File: config.mk
export PLATFORM = sky130hd
export DESIGN_NAME = imu_sample_ascii_formatter
export DESIGN_NICKNAME = d
export VERILOG_FILES = /design/src/hw/rtl/imu_fmt_pkg.sv /design/src/hw/rtl/imu_sample_ascii_formatter.sv /design/src/hw/rtl/imu_fmt_conv.sv
export SDC_FILE = /design/constraint.sdc
export NUM_CORES = 2
export LEC_CHECK = 0
export BUFFER_PORTS_ARGS = -buffer_cell sky130_fd_sc_hd__buf_2
export CAP_MARGIN = 10
export CORE_MARGIN = 4
export CORE_UTILIZATION = 55
export CTS_CLUSTER_DIAMETER = 200
export CTS_CLUSTER_SIZE = 10
export DETAILED_ROUTE_END_ITERATION = 8
export PLACE_DENSITY = 0.77
export SLEW_MARGIN = 5
export SYNTH_ARGS = -nofsm -noshare
export SYNTH_HDL_FRONTEND = slang
export SYNTH_SLANG_ARGS = --single-unit
File: constraint.sdc
create_clock -name aclk -period 9.6 [get_ports aclk]
set_input_delay 0 -clock aclk [delete_from_list [all_inputs] [get_ports aclk]]
set_output_delay 0 -clock aclk [all_outputs]
set_load 0.05 [all_outputs]
File: src/hw/rtl/imu_fmt_pkg.sv
// shared types and constants for the imu sample ascii formatter
// used by imu_fmt_conv and imu_sample_ascii_formatter, no dependencies
package imu_fmt_pkg;

    localparam int LINE_LEN = 55;
    localparam int NUM_CH   = 6;
    localparam int NUM_GYRO = 3;

    typedef logic [15:0] raw_t;

    // one printed value: sign flag and three decimal digits
    typedef struct packed {
        logic       neg;
        logic [3:0] d2;
        logic [3:0] d1;
        logic [3:0] d0;
    } dec_t;

    // stage load strobes for the conversion pipeline
    typedef struct packed {
        logic load_a;
        logic load_b;
        logic load_line;
    } conv_ctl_t;

endpackage

File: src/hw/rtl/imu_sample_ascii_formatter.sv
// top level of the imu sample ascii formatter: filter, stage control, byte output
// depends on imu_fmt_pkg and imu_fmt_conv
//
//  channel | handshake          | payload
//  s_      | s_valid / s_ready  | gyro x,y,z, accel x,y,z, sample_id, sample_valid
//  m_      | m_valid / m_ready  | out_byte, line_end (high on the final LF)
//
// a sample that is emitted gives 55 bytes, one per cycle while m_ready is high,
// so the byte output sets the pace of a steady stream.
// the first byte shows once the sample has passed the input and conversion stages.
// up to three samples wait in the input register and conversion stages while a line drains.
// synchronous active-low reset empties all stages and clears the last sent id.
module imu_sample_ascii_formatter (
    input  logic               aclk,
    input  logic               aresetn,
    input  logic               s_valid,
    output logic               s_ready,
    input  logic signed [15:0] s_gyro_x,
    input  logic signed [15:0] s_gyro_y,
    input  logic signed [15:0] s_gyro_z,
    input  logic signed [15:0] s_accel_x,
    input  logic signed [15:0] s_accel_y,
    input  logic signed [15:0] s_accel_z,
    input  logic        [31:0] s_sample_id,
    input  logic               s_sample_valid,
    output logic               m_valid,
    input  logic               m_ready,
    output logic        [7:0]  m_out_byte,
    output logic               m_line_end
);
    import imu_fmt_pkg::*;

    localparam int NUM_STG   = 4;
    localparam logic [5:0] LAST_POS = 6'(LINE_LEN - 1);
    localparam int GYRO_POS  = 10;
    localparam int GYRO_STEP = 5;
    localparam int ACC_POS   = 34;
    localparam int ACC_STEP  = 7;
    localparam logic [LINE_LEN*8-1:0] TEMPLATE =
        "Drehrate: +000 +000 +000; Linear: +00.0, +00.0, +00.0\r\n";

    logic [NUM_STG-1:0] vld_reg, vld_next;
    logic [NUM_STG-1:0] leave;
    logic [NUM_STG-1:0] free;
    logic [NUM_STG-1:0] load;
    logic [5:0]         pos_reg, pos_next;
    logic [31:0]        last_id_reg, last_id_next;
    raw_t [NUM_CH-1:0]  raw_reg;
    logic               accept;
    logic               emit;
    logic               line_done;
    conv_ctl_t          ctl;
    dec_t [NUM_CH-1:0]  dec;

    function automatic logic [7:0] digit_char(input logic [3:0] d);
        return {4'h3, d};
    endfunction

    function automatic logic [7:0] sign_char(input logic neg);
        return neg ? 8'h2d : 8'h2b;
    endfunction

    function automatic logic [7:0] line_char(input logic [5:0] pos,
                                             input dec_t [NUM_CH-1:0] d);
        logic [7:0] c;
        c = TEMPLATE[8*(LINE_LEN-1-int'(pos)) +: 8];
        for (int k = 0; k < NUM_GYRO; k++) begin
            if (pos == 6'(GYRO_POS + GYRO_STEP*k))     c = sign_char(d[k].neg);
            if (pos == 6'(GYRO_POS + GYRO_STEP*k + 1)) c = digit_char(d[k].d2);
            if (pos == 6'(GYRO_POS + GYRO_STEP*k + 2)) c = digit_char(d[k].d1);
            if (pos == 6'(GYRO_POS + GYRO_STEP*k + 3)) c = digit_char(d[k].d0);
            if (pos == 6'(ACC_POS + ACC_STEP*k))       c = sign_char(d[NUM_GYRO+k].neg);
            if (pos == 6'(ACC_POS + ACC_STEP*k + 1))   c = digit_char(d[NUM_GYRO+k].d2);
            if (pos == 6'(ACC_POS + ACC_STEP*k + 2))   c = digit_char(d[NUM_GYRO+k].d1);
            if (pos == 6'(ACC_POS + ACC_STEP*k + 4))   c = digit_char(d[NUM_GYRO+k].d0);
        end
        return c;
    endfunction

    // stage handoff: 0 input register, 1 and 2 conversion, 3 line being sent
    always_comb begin
        line_done = vld_reg[NUM_STG-1] && m_ready && (pos_reg == LAST_POS);
        leave[NUM_STG-1] = line_done;
        free[NUM_STG-1]  = !vld_reg[NUM_STG-1] || line_done;
        for (int i = NUM_STG-2; i >= 0; i--) begin
            leave[i] = vld_reg[i] && free[i+1];
            free[i]  = !vld_reg[i] || leave[i];
        end
    end

    assign s_ready = free[0];
    assign accept  = s_valid && s_ready;
    // repeated or invalid samples are dropped at the input
    assign emit    = accept && s_sample_valid && (s_sample_id != last_id_reg);

    always_comb begin
        load[0] = emit;
        for (int i = 1; i < NUM_STG; i++) begin
            load[i] = leave[i-1];
        end
        for (int i = 0; i < NUM_STG; i++) begin
            vld_next[i] = (vld_reg[i] && !leave[i]) || load[i];
        end
        last_id_next = emit ? s_sample_id : last_id_reg;
        pos_next     = pos_reg;
        if (m_valid && m_ready) begin
            pos_next = (pos_reg == LAST_POS) ? 6'd0 : pos_reg + 6'd1;
        end
    end

    always_ff @(posedge aclk) begin
        if (!aresetn) begin
            vld_reg     <= '0;
            pos_reg     <= '0;
            last_id_reg <= '0;
        end else begin
            vld_reg     <= vld_next;
            pos_reg     <= pos_next;
            last_id_reg <= last_id_next;
        end
    end

    always_ff @(posedge aclk) begin
        if (load[0]) begin
            raw_reg <= {s_accel_z, s_accel_y, s_accel_x, s_gyro_z, s_gyro_y, s_gyro_x};
        end
    end

    assign ctl.load_a    = load[1];
    assign ctl.load_b    = load[2];
    assign ctl.load_line = load[3];

    imu_fmt_conv u_conv (
        .aclk    (aclk),
        .ctl     (ctl),
        .raw_in  (raw_reg),
        .dec_out (dec)
    );

    assign m_valid    = vld_reg[NUM_STG-1];
    assign m_out_byte = line_char(pos_reg, dec);
    assign m_line_end = (pos_reg == LAST_POS);

    a_pos_range: assert property (@(posedge aclk) disable iff (!aresetn)
        m_valid |-> pos_reg <= LAST_POS)
        else $error("byte position past end of line");

    a_pos_wrap: assert property (@(posedge aclk) disable iff (!aresetn)
        (m_valid && m_ready && m_line_end) |=> pos_reg == 6'd0)
        else $error("byte position did not restart after line end");

    a_last_id: assert property (@(posedge aclk) disable iff (!aresetn)
        (s_valid && s_ready && s_sample_valid && s_sample_id != last_id_reg)
        |=> last_id_reg == $past(s_sample_id))
        else $error("last sent id not updated on emitted sample");

    a_idle_pos: assert property (@(posedge aclk) disable iff (!aresetn)
        !m_valid |-> pos_reg == 6'd0)
        else $error("byte position nonzero with no line in progress");

    a_ready_empty: assert property (@(posedge aclk) disable iff (!aresetn)
        !vld_reg[0] |-> s_ready)
        else $error("input stalled with empty input register");

endmodule

File: src/hw/rtl/imu_fmt_conv.sv
// scaling, rounding, clamping and decimal split of the six sensor axes
// three register stages, each loaded by a strobe from the top level; uses imu_fmt_pkg
module imu_fmt_conv (
    input  logic                                          aclk,
    input  imu_fmt_pkg::conv_ctl_t                        ctl,
    input  imu_fmt_pkg::raw_t [imu_fmt_pkg::NUM_CH-1:0]   raw_in,
    output imu_fmt_pkg::dec_t [imu_fmt_pkg::NUM_CH-1:0]   dec_out
);
    import imu_fmt_pkg::*;

    // floor(y / 41) == (y * GYRO_RECIP) >> 21 for y up to 40980
    localparam logic [15:0] GYRO_RECIP = 16'd51151;
    localparam logic [22:0] HUND_RECIP = 23'd5243;
    localparam logic [14:0] TEN_RECIP  = 15'd205;
    localparam logic [10:0] MAX_VAL    = 11'd999;

    logic [16:0] mag [NUM_CH];
    logic        neg [NUM_CH];

    logic [18:0] gyro_sum [NUM_GYRO];
    logic [31:0] gyro_prod_next [NUM_GYRO];
    logic [31:0] gyro_prod_reg [NUM_GYRO];
    logic [20:0] accel_sum [NUM_GYRO];
    logic [10:0] accel_q_next [NUM_GYRO];
    logic [10:0] accel_q_reg [NUM_GYRO];
    logic        a_neg_reg [NUM_CH];

    logic [10:0] q_raw [NUM_CH];
    logic [9:0]  b_q_next [NUM_CH];
    logic [9:0]  b_q_reg [NUM_CH];
    logic [22:0] b_hprod_next [NUM_CH];
    logic [22:0] b_hprod_reg [NUM_CH];
    logic        b_sgn_next [NUM_CH];
    logic        b_sgn_reg [NUM_CH];

    logic [3:0]  hund [NUM_CH];
    logic [9:0]  rem10 [NUM_CH];
    logic [6:0]  rem [NUM_CH];
    logic [14:0] tprod [NUM_CH];
    logic [3:0]  tens [NUM_CH];
    logic [6:0]  ones [NUM_CH];
    dec_t [NUM_CH-1:0] dec_next;
    dec_t [NUM_CH-1:0] dec_reg;

    // stage a: sign and magnitude, gyro reciprocal product, accel shift
    always_comb begin
        for (int i = 0; i < NUM_CH; i++) begin
            neg[i] = raw_in[i][15];
            mag[i] = raw_in[i][15] ? (17'h10000 - {1'b0, raw_in[i]}) : {1'b0, raw_in[i]};
        end
        for (int i = 0; i < NUM_GYRO; i++) begin
            // (mag*10 + 164) / 328 == ((mag*5 + 82) >> 2) / 41
            gyro_sum[i]       = {mag[i], 2'b00} + {2'b00, mag[i]} + 19'd82;
            gyro_prod_next[i] = {16'd0, gyro_sum[i][17:2]} * {16'd0, GYRO_RECIP};
            // (mag*98 + 1024) / 2048 == (mag*49 + 512) >> 10
            accel_sum[i]      = 21'({mag[NUM_GYRO+i], 5'b0}) + 21'({mag[NUM_GYRO+i], 4'b0})
                              + 21'(mag[NUM_GYRO+i]) + 21'd512;
            accel_q_next[i]   = accel_sum[i][20:10];
        end
    end

    always_ff @(posedge aclk) begin
        if (ctl.load_a) begin
            for (int i = 0; i < NUM_GYRO; i++) begin
                gyro_prod_reg[i] <= gyro_prod_next[i];
                accel_q_reg[i]   <= accel_q_next[i];
            end
            for (int i = 0; i < NUM_CH; i++) begin
                a_neg_reg[i] <= neg[i];
            end
        end
    end

    // stage b: clamp, sign display, hundreds reciprocal product
    always_comb begin
        for (int i = 0; i < NUM_CH; i++) begin
            q_raw[i] = (i < NUM_GYRO) ? gyro_prod_reg[i % NUM_GYRO][31:21]
                                      : accel_q_reg[i % NUM_GYRO];
            b_q_next[i]     = (q_raw[i] > MAX_VAL) ? MAX_VAL[9:0] : q_raw[i][9:0];
            b_hprod_next[i] = {13'd0, b_q_next[i]} * HUND_RECIP;
            // a value that rounds to zero prints with a plus sign
            b_sgn_next[i]   = a_neg_reg[i] && (b_q_next[i] != 10'd0);
        end
    end

    always_ff @(posedge aclk) begin
        if (ctl.load_b) begin
            for (int i = 0; i < NUM_CH; i++) begin
                b_q_reg[i]     <= b_q_next[i];
                b_hprod_reg[i] <= b_hprod_next[i];
                b_sgn_reg[i]   <= b_sgn_next[i];
            end
        end
    end

    // stage c: hundreds digit, tens and ones
    always_comb begin
        for (int i = 0; i < NUM_CH; i++) begin
            hund[i]  = b_hprod_reg[i][22:19];
            rem10[i] = b_q_reg[i] - ({6'd0, hund[i]} * 10'd100);
            rem[i]   = rem10[i][6:0];
            tprod[i] = {8'd0, rem[i]} * TEN_RECIP;
            tens[i]  = tprod[i][14:11];
            ones[i]  = rem[i] - ({3'd0, tens[i]} * 7'd10);
            dec_next[i].neg = b_sgn_reg[i];
            dec_next[i].d2  = hund[i];
            dec_next[i].d1  = tens[i];
            dec_next[i].d0  = ones[i][3:0];
        end
    end

    always_ff @(posedge aclk) begin
        if (ctl.load_line) begin
            dec_reg <= dec_next;
        end
    end

    assign dec_out = dec_reg;

endmodule

==> out/metrics.cfg <==
[critical_path]
timing.critical_path.mode_cell=inv_1
critical_path_arrival_ns=9.57
worstPathMaxFanout=5
worstPathBufferInverterCount=6
critPathRequiredTime_ns=9.96
critPathTopFamily=adder cells
element_type_at_the_critical_path_start=register
worstSetupPathType=reg -> reg
crit_path_end_kind=register
cpPeakStageDelay_ns=0.55
slowest_stage=fa_1

[final_layout]
ff_latch_area_um2=10400
nNetsFinal=7760
multi_input_comb_area_um2=40300
synthToLayoutAreaGrowth_pct=10.3
finalInstanceArea_um2=60800
final_layout_size_suffix_gt1_frac=0.0659
layout.filler_cells=7817
largest_register_ff_count=96

[synthesis]
synthTopCellsByArea=ha_1 30%, fa_1 20%, edfxtp_1 17%, inv_1 8.1%, xnor2_1 3.6%
synth_top_cell_area_share=0.296
ys.flop_type=edfxtp_1
synthArstFlopShare=0
ys_top_cells_by_count=1,302 x ha_1, 1,195 x inv_1, 553 x fa_1
yosysSeqAreaShare=0.189
synthesis.area_um2=55100
syn_avg_cell_area_um2=10.2
synth.yosys.warnings=0
synth_top_cell_by_area=ha_1
netlist_instances=5405
flop_and_latch_count_out_of_synthesis=360
yosys.cell_count.top_type=ha_1
yosys.cell_types.count=89
synth_enable_flop_cells=318

[global_route]
globalRoute.totalOverflow=0
grt_pass1_vias=40700
grt_pass1_wl_mm=195
grtUsageMet3=0.0313
gr-usage-met1=0.290
met2_usage_in_global_routing=0.384
grt_start_max_net_pins=113
number_of_antenna_violations_at_the_first_check_in_global_routing=2
grt.total_usage=0.220
top_usage_layer=met2

[timing]
tightestPinTransition_ns=1.14
fin_worst_skew_ns=0.0338
final.period_utilization=0.960
slew-limit-headroom=0.232
finalSetupViolCount=0
rsz_0062_raised_after_global_routing=yes
hold_viol=0
clock.fmax_mhz=109
timing.final.max_slew_violations=0
finalWorstPathRequiredPeriod_ns=9.22

[floorplan]
floorplan.initialDensity=0.558
die_w_um=325
row_count=115
dieArea_um2=105000
io_pins=144
design.core.area_um2=98900
die_h_um=325

[cts]
worst_setup_hold_path_clk_slew_ns=0.08
cts.sink_count=360
clock_path_buffers=3
tritoncts.num_buffers=42
clock_latency_reported_for_the_late_side_of_the_worst_skew_pair_ns=0.61
tritoncts_clock_tree=done
clock_root_buffer=clkbuf_16
clock_tree.htree_level_count=2

[routing]
initialDrtViolationCount=1669
drt-total-wl_mm=113
ant_nets=0
drcViolationCount=0
mean_routed_wirelength_per_cell_um=16.0
route.detailed.vias_per_inst=5.35
vias_post_dr=37800
drt_pass1_iterations=6

[place]
gpl.final_weighted_congestion=0.911
io_buffers=142
place_area_um2=57700
dp.final_hpwl_mm=92.5

[outcome]
outcome=complete, no violations

[min_path]
min-delay-path-class=in -> reg

[flow_run]
max-cap-violations=0

-- repair_timing --
item,in CTS,in global routing
endpoints found under the setup margin,4,20
resized for setup,2,40
pin swaps,0,13
hold buffers,165,0
hold endpoints to repair,138,0
buffers inserted,0,6
-- cells by family (layout without fill, tap and decap cells) --
logic type / Yosys count / in the layout / share of synthesized area
DFF: 360 / 360 / 0.189
adders and majority gates: 1856 / 1856 / 0.497
muxes: 33 / 33 / 0.00599
buffers and inverters: 1255 / 1626 / 0.0856
and+or+nand+nor: 832 / 832 / 0.0780
xor gates and xnor gates: 407 / 407 / 0.0660
other: 1 / 9 / 0.0000680
AOI/OAI and AO/OA: 661 / 661 / 0.0792
-- through the flow --
stage               setup TNS [ns]  setup slack (ns)  utilization  hold slack, ns  cells
finish                           0             0.385        0.615           0.104   7071
CTS                              0           0.00294        0.612          0.0564   7063
floorplan                        0             0.217            -          0.0989   5411
detailed placement          -0.253            -0.154        0.584           0.178   6844
global route                -0.287            -0.179        0.615          0.0856   7071
global placement                 0            0.0227        0.584           0.176   6844
-- layout make-up --
class	count	share of cell area
clock buffers	49	0.0177
flip-flops and latches	360	0.171
inverters	1200	0.0741
repair buffers	372	0.0471
multi-input cells	3796	0.663
well taps	1287	0.0265
clock inverters	5	0.000762
diodes	2	0.0000823
-- cell usage in the layout, fill, tap and decap left out, types with 33 or more instances in the layout --
master,netlist,final
ha_1,1302,1300
inv_1,1195,1195
fa_1,553,553
edfxtp_1,318,318
xnor2_1,224,218
nor2_1,197,196
xor2_1,176,176
dlygate4sd3_1,0,165
a21oi_1,169,163
nand2_1,156,156
buf_2,4,142
o21ai_0,109,107
nor3_1,84,83
a21o_1,81,81
buf_4,1,64
or2_2,63,63
nor2b_1,61,58
nand3_1,55,55
clkbuf_16,0,42
dfxtp_1,42,42
nand2b_1,40,40
o21a_1,38,38
mux2i_1,33,33
-- metal layers --
layer,up-vias,routed length [µm]
li1,18800,-
met1,18200,51200
met2,690,54400
met3,181,4570
met4,0,2600
met5,-,0
-- path summary, 6_finish.rpt --
path | start | endpoint | slack (ns) | cells after the start
setup / recovery | raw_reg[32]$_DFFE_PP_ | u_conv.gyro_prod_reg[0][95]$_DFFE_PP_ | 0.38 | 40
hold / removal | s_gyro_z[0] | raw_reg[32]$_DFFE_PP_ | 0.10 | 2
setup reg to reg | raw_reg[32]$_DFFE_PP_ | u_conv.gyro_prod_reg[0][95]$_DFFE_PP_ | 0.38 | 40
hold reg to reg | u_conv.b_sgn_reg[0]$_DFFE_PP_ | u_conv.dec_out[12]$_DFFE_PP_ | 0.43 | 0
Power is left out: the tool's default activity adds up to more than one toggle a clock period on the data nets, which glitch-free logic cannot reach.
